<file path="src/bcpu_pkg.sv">
package bcpu_pkg;

    localparam int MEM_ADDR_BITS = 16;
    localparam int MEM_DEPTH     = 1 << MEM_ADDR_BITS;
    localparam int REG_COUNT     = 16;
    localparam int REG_IDX_BITS  = (REG_COUNT > 1) ? $clog2(REG_COUNT) : 1;

    localparam logic [7:0] OP_MOV  = 8'd0;
    localparam logic [7:0] OP_LD   = 8'd1;
    localparam logic [7:0] OP_LDI  = 8'd2;
    localparam logic [7:0] OP_ST   = 8'd3;
    localparam logic [7:0] OP_STI  = 8'd4;
    localparam logic [7:0] OP_NOT  = 8'd5;
    localparam logic [7:0] OP_ADD  = 8'd6;
    localparam logic [7:0] OP_SUB  = 8'd7;
    localparam logic [7:0] OP_MUL  = 8'd8;
    localparam logic [7:0] OP_DIV  = 8'd9;
    localparam logic [7:0] OP_AND  = 8'd10;
    localparam logic [7:0] OP_OR   = 8'd11;
    localparam logic [7:0] OP_XOR  = 8'd12;
    localparam logic [7:0] OP_JMP  = 8'd13;
    localparam logic [7:0] OP_JZ   = 8'd14;
    localparam logic [7:0] OP_JNZ  = 8'd15;
    localparam logic [7:0] OP_NOP  = 8'd254;
    localparam logic [7:0] OP_HALT = 8'd255;

    localparam logic [1:0] STATUS_CONT    = 2'd0;
    localparam logic [1:0] STATUS_HALT    = 2'd1;
    localparam logic [1:0] STATUS_ILLEGAL = 2'd2;
    localparam logic [1:0] STATUS_DIVZERO = 2'd3;

    typedef enum logic [2:0] {
        ALU_ADD,
        ALU_SUB,
        ALU_MUL,
        ALU_DIV,
        ALU_AND,
        ALU_OR,
        ALU_XOR,
        ALU_NOT
    } alu_op_t;

    typedef struct packed {
        logic       start;
        alu_op_t    op;
        logic [7:0] x;
        logic [7:0] y;
    } alu_req_t;

    typedef struct packed {
        logic       done;
        logic [7:0] result;
    } alu_rsp_t;

endpackage

</file>
<file path="src/bcpu_alu.sv">
module bcpu_alu
    import bcpu_pkg::*;
(
    input  logic     aclk,
    input  logic     aresetn,
    input  alu_req_t req,
    output alu_rsp_t rsp
);

    logic       busy_reg, busy_next;
    logic       done_reg, done_next;
    logic [2:0] count_reg, count_next;
    logic [7:0] rem_reg, rem_next;
    logic [7:0] quot_reg, quot_next;
    logic [7:0] divisor_reg, divisor_next;
    logic [7:0] result_reg, result_next;

    logic [15:0] product;
    logic [8:0]  sum;
    logic [8:0]  diff;
    logic [7:0]  neg_diff;
    logic [7:0]  neg_mag;
    logic [7:0]  sub_result;
    logic [7:0]  quick_result;
    logic [8:0]  shifted;
    logic [9:0]  trial;
    logic        borrow;
    logic [7:0]  step_rem;
    logic [7:0]  step_quot;

    assign product  = req.x * req.y;
    assign sum      = {1'b0, req.x} + {1'b0, req.y};
    assign diff     = {1'b0, req.x} - {1'b0, req.y};
    assign neg_diff = req.y - req.x;
    assign neg_mag  = 8'd0 - {1'b0, neg_diff[6:0]};
    assign sub_result = diff[8] ? neg_mag : {1'b0, diff[6:0]};

    always_comb begin
        unique case (req.op)
            ALU_ADD: quick_result = {1'b0, sum[6:0]};
            ALU_SUB: quick_result = sub_result;
            ALU_MUL: quick_result = {1'b0, product[6:0]};
            ALU_AND: quick_result = req.x & req.y;
            ALU_OR:  quick_result = req.x | req.y;
            ALU_XOR: quick_result = req.x ^ req.y;
            ALU_NOT: quick_result = ~req.x;
            default: quick_result = 8'd0;
        endcase
    end

    // One restoring division step per cycle, quotient bits shifted in from the right.
    assign shifted   = {rem_reg, quot_reg[7]};
    assign trial     = {1'b0, shifted} - {2'b00, divisor_reg};
    assign borrow    = trial[9];
    assign step_rem  = borrow ? shifted[7:0] : trial[7:0];
    assign step_quot = {quot_reg[6:0], ~borrow};

    always_comb begin
        busy_next    = busy_reg;
        done_next    = 1'b0;
        count_next   = count_reg;
        rem_next     = rem_reg;
        quot_next    = quot_reg;
        divisor_next = divisor_reg;
        result_next  = result_reg;
        if (busy_reg) begin
            rem_next   = step_rem;
            quot_next  = step_quot;
            count_next = count_reg + 3'd1;
            if (count_reg == 3'd7) begin
                busy_next   = 1'b0;
                done_next   = 1'b1;
                result_next = {1'b0, step_quot[6:0]};
            end
        end else if (req.start) begin
            if (req.op == ALU_DIV) begin
                busy_next    = 1'b1;
                count_next   = 3'd0;
                rem_next     = 8'd0;
                quot_next    = req.x;
                divisor_next = req.y;
            end else begin
                done_next   = 1'b1;
                result_next = quick_result;
            end
        end
    end

    always_ff @(posedge aclk) begin
        if (!aresetn) begin
            busy_reg  <= 1'b0;
            done_reg  <= 1'b0;
            count_reg <= 3'd0;
        end else begin
            busy_reg  <= busy_next;
            done_reg  <= done_next;
            count_reg <= count_next;
        end
        rem_reg     <= rem_next;
        quot_reg    <= quot_next;
        divisor_reg <= divisor_next;
        result_reg  <= result_next;
    end

    assign rsp.done   = done_reg;
    assign rsp.result = result_reg;

endmodule

</file>
<file path="config.mk">
export PLATFORM = sky130hd
export DESIGN_NAME = bcpu_alu
export DESIGN_NICKNAME = d
export VERILOG_FILES = /design/src/bcpu_pkg.sv /design/src/bcpu_alu.sv
export SDC_FILE = /design/constraint.sdc
export NUM_CORES = 1
export LEC_CHECK = 0
export BUFFER_PORTS_ARGS = -buffer_cell sky130_fd_sc_hd__clkbuf_2
export CORE_MARGIN = 5
export CORE_UTILIZATION = 60
export DETAILED_ROUTE_END_ITERATION = 16
export GPL_TIMING_DRIVEN = 0
export PLACE_DENSITY = 0.8
export RECOVER_POWER = 25
export SKIP_LAST_GASP = 1
export SLEW_MARGIN = 0
export SYNTH_ARGS = -nofsm -noshare
export SYNTH_HDL_FRONTEND = slang
export SYNTH_SLANG_ARGS = --single-unit
</file>
<file path="constraint.sdc">
create_clock -name aclk -period 8.4 [get_ports aclk]
set_input_delay 1.26 -clock aclk [delete_from_list [all_inputs] [get_ports aclk]]
set_output_delay 1.26 -clock aclk [all_outputs]
set_load 0.02 [all_outputs]
</file>
## Yosys cells after proc, flatten, opt, wreduce, memory -nomap -nowiden

Cells that the tools add are included.

- Add/sub/neg operators: 6
- $mul: 1
- Eq/ne operators: 10
- Multiplexer cells: 24
- Bitwise logic cells: 6
- Reductions and logical operators: 6

Operators with widths:

| cell | count |
|---|---|
| $mux 8 | 12 |
| $pmux 8 s7 | 1 |
| $eq 3x3->1 const B | 5 |
| $sub 9x8->10 | 1 |
| $mux 3 | 3 |
| $sub 8x8->9 | 1 |
| $and 8x8->8 | 1 |
| $mul 8x8->7 | 1 |
| $mux 1 | 8 |
| $not 8->8 | 1 |
| $or 8x8->8 | 1 |
| $sub 1x7->8 const A | 1 |
| $xor 8x8->8 | 1 |
| $add 7x7->7 | 1 |
| $sub 7x7->7 | 1 |
| $eq 3x2->1 const B | 2 |
| $reduce_and 3->1 | 2 |
| $reduce_bool 2->1 | 2 |
| $add 3x1->3 const B | 1 |
| $eq 3x1->1 const B | 1 |
| $logic_not 3->1 | 1 |
| $ne 2x1->1 const B | 1 |
| $ne 2x2->1 const B | 1 |
| $not 1->1 | 2 |
| $reduce_and 2->1 | 1 |

- Bits in registers: 37

## Logic depth before layout (Yosys ltp)

- Word-level depth: 7
- Depth in mapped cells: 14
- Mapped depth without buffers: 14

## Least setup slack after synthesis

OpenSTA, ideal clock, no wires.

- Path type: input port to flip-flop
- Start point: input port req[3] (netlist bit)
- End point: register result_reg[6] (data pin)
- Data arrival time: 4.711 ns
- Slack: 3.428 ns
- Cell stages on the path: 14
- Buffers on the path: 0
- Cell sequence: nand2_1 -> fa_1 -> inv_1 -> ha_1 -> inv_1 -> fa_1 -> fa_1 -> xor2_1 -> xnor3_1 -> xnor3_1 -> xnor3_1 -> a22oi_1 -> a21oi_1 -> nand3b_1

- Longest elaborated chain between the ends: 7
- Elaborated cells between the ends (all ways): 10
- Those cells by class: add/sub (4); mul (1); mux (5)

Ends and longest elaborated chain:

| what | RTL line | RTL |
|---|---|---|
| from (decl) | bcpu_alu.sv:6 | `input alu_req_t req,` |
| parallel branches: the longest is 3 deep, another holds $mul 8x8->7 | n/a |  |
| $pmux 8 s7 * | bcpu_alu.sv:39 | `unique case (req.op)` |
| $mux 8 * | bcpu_alu.sv:76 | `if (req.op == ALU_DIV) begin` |
| $mux 8 * | bcpu_alu.sv:75 | `end else if (req.start) begin` |
| $mux 8 * | bcpu_alu.sv:66 | `if (busy_reg) begin` |
| net result_next[6] | bcpu_alu.sv:16 | `logic [7:0] result_reg, result_next;` |
| to (signal assigned) | bcpu_alu.sv:102 | `result_reg <= result_next;` |
| to (decl) | bcpu_alu.sv:16 |  |

Mark *: on every way through the listed nets, which the timed path passes. The select of a mux whose other input is x is not followed.
A chain may end at the register's enable or synchronous reset.

## Worst setup path after layout

- Start point: input port req[9] (netlist bit)
- End point: register result_reg[6] (data pin)

Same word-level chain as after synthesis.

==> impl_metrics.env <==
export IMPL_status="completed"
export IMPL_ys_flop_type="edfxtp_1"
export IMPL_drtIter0Drc=305
export IMPL_power_leakage_nw=1.95
export IMPL_multi_input_area_sq_um=2650
export IMPL_synth_enable_flop_cells=32
export IMPL_overflow=0
export IMPL_slew_viol_final=0
export IMPL_setup_tns_ns=0
export IMPL_synthTopCellsByArea="edfxtp_1, ha_1, inv_1, fa_1, xnor2_1"
export IMPL_syn_nets=520
export IMPL_ios=31
export IMPL_hold_depth=2
export IMPL_core_sq_um=6420
export IMPL_clockBufferDepth=2
export IMPL_grt_max_degree=18
export IMPL_cts_sinks=37
export IMPL_powerDensity_nw_per_um2=141
export IMPL_hold_violations=0
export IMPL_n_fill_cell=550
export IMPL_post_route_period_util_pct=65.2
export IMPL_rr_worst_depth=9
export IMPL_first_pass_iters=5
export IMPL_final_common_cell="ha_1"
export IMPL_finClkSkew_ns=0.00792
export IMPL_dpl_cell_area_sq_um=4230
export IMPL_rows=29
export IMPL_tightest_slew_ns=0.798
export IMPL_die_area_sq_um=8390
export IMPL_swShare_pct=33.8
export IMPL_grt_pass1_wl_mm=15.8
export IMPL_switching_power_mw=0.206
export IMPL_final_cell_mix="ha_1, inv_1, nor2_1"
export IMPL_ys_seq_elements=37
export IMPL_vdd_drop_max_uv=63.4
export IMPL_worst_setup_path_end_kind="register"
export IMPL_grt_setup_unrepaired="false"
export IMPL_routed_wl_mm=9.58
export IMPL_routedWlPerCell_um=17.6
export IMPL_grt_use_total_pct=23.5
export IMPL_start_util_pct=62.2
export IMPL_cts_repair_resized=0
export IMPL_clk_latency_ns=0.29
export IMPL_total_power_mw=0.609
export IMPL_async_flop_share_pct=0
export IMPL_postCtsHoldBufs=0
export IMPL_seq_area_frac_synth_pct=26.6
export IMPL_syn_area_sq_um=3990
export IMPL_path_clk_slew_ns=0.08
export IMPL_avgSynthCellArea_sq_um=9.26
export IMPL_clkPwrFrac_pct=25.5
export IMPL_area_growth_pct=8.27
export IMPL_postRouteAntennaNets=0
export IMPL_final_min_clock_period_ns=5.48
export IMPL_htree_levels=2
export IMPL_drv_cap=0
export IMPL_hp_class="register to register"
export IMPL_power_frac_comb_pct=39.3
export IMPL_grt_pass1_vias=3316
export IMPL_yosys_warnings=0
export IMPL_routabilityCongestion=0.899
export IMPL_worstPathMaxFanout=10
export IMPL_vias=3269
export IMPL_syn_inst=431
export IMPL_die_w_um=91.6
export IMPL_fin_hold_ws_ns=0.580
export IMPL_max_freq_ghz=0.182
export IMPL_dp_cells=536
export IMPL_slew_limit_headroom_pct=46.6
export IMPL_postCtsSetupBuffers=0
export IMPL_antenna_found_initial=0
export IMPL_power_frac_seq_pct=35.2
export IMPL_drc_errors=0
export IMPL_design_area_sq_um=4320
export IMPL_yosys_area_top_type_share_pct=24.1
export IMPL_p_int_mw=0.403
export IMPL_root_buffer="clkbuf_8"
export IMPL_cts_tree="done"
export IMPL_finalSetupViolCount=0
export IMPL_instances_no_fill=544
export IMPL_reg2reg_setup_slack_ns=5.70
export IMPL_dp_hpwl_mm=7.74
export IMPL_vias_per_cell=6.01
export IMPL_cp_arrival_ns=5.52
export IMPL_crit_required_ns=8.44
export IMPL_diodes=0
export IMPL_ys_types=60
export IMPL_finalNetCount=555
export IMPL_crit_path_start_kind="input port"
export IMPL_register_area_sq_um=1060
export IMPL_yosysTopAreaCell="edfxtp_1"
export IMPL_drive_above_1_share_pct=8.99
export IMPL_numCtsBuffers=5
export IMPL_fp_dieH_um=91.6
export IMPL_port_buffers=28
export IMPL_worstSetupPathType="input port to register"
==> critical path, stage by stage <==
cell and delay (ns):
clkbuf_1 0.40, inv_1 0.30, nor2_1 0.17, ha_1 0.24
ha_1 0.28, inv_1 0.06, fa_1 0.50, fa_1 0.44
xor2_1 0.22, xnor3_1 0.36, xnor3_1 0.38, xnor3_1 0.45
a22oi_1 0.22, a21oi_1 0.08, nand3b_1 0.16
==> final timing paths <==
check | endpoint | start
hold / removal | quot_reg[1] | quot_reg[0]
setup / recovery | result_reg[6] | req[9]
hold reg to reg | quot_reg[1] | quot_reg[0]
setup reg to reg | rem_reg[4] | rem_reg[0]
==> layout make-up <==
cell class,instances,area share [%]
clock inverter,3,1.07
tap,77,2.23
multi-input combinational,322,61.4
inverter,56,4.86
buffer,16,1.59
timing repair buffer,28,2.75
clock buffer,5,1.59
sequential,37,24.5
==> layer usage <==
layer / global-route usage (%) / wire, um
met5: 0 / 0
met4: 8.42 / 201
met3: 2.89 / 572
met2: 41.4 / 4700
met1: 29.6 / 4110
==> cell families (layout without fill, tap and decap cells) <==
group           Yosys count  in the layout  share of synthesized area, %
fa+ha+maj                67             67                          22.9
flops                    37             37                          26.6
simple gates            117            117                          13.6
buf+inv                  72            108                          6.99
xor+xnor                 30             30                          7.62
compound gates           88             88                          15.4
mux                      20             20                          6.96
==> synth_stat cells, types with 5 or more instances <==
| cell | n |
|---|---|
| ha_1 | 57 |
| inv_1 | 55 |
| nor2_1 | 39 |
| nand2_1 | 35 |
| edfxtp_1 | 32 |
| o21ai_0 | 22 |
| xnor2_1 | 19 |
| a21oi_1 | 18 |
| mux2i_1 | 12 |
| fa_1 | 10 |
| clkbuf_1 | 8 |
| nand3_1 | 8 |
| xor2_1 | 8 |
| and2_1 | 7 |
| mux4_2 | 6 |
| nor3_1 | 6 |
| dfxtp_1 | 5 |
| nor2b_1 | 5 |
==> power by group through the flow <==
stage | Combinational [mW] | Clock (mW) | Sequential [mW]
CTS | 0.239 | 0.157 | 0.215
detailed placement | 0.238 | 0 | 0.219
finish | 0.240 | 0.155 | 0.215
global route | 0.262 | 0.166 | 0.215
floorplan | 0.168 | 0 | 0.224
global placement | 0.230 | 0 | 0.218
==> metrics by stage <==
stage          setup WS [ns]  utilization [%]
6_report                2.92             67.3
3_3_place_gp            2.93             65.8
4_1_cts                 3.14             67.6
3_5_place_dp            2.85             65.8
2_1_floorplan           3.43                -
5_1_grt                 2.69             67.3
(Power assumes the default switching activity.)
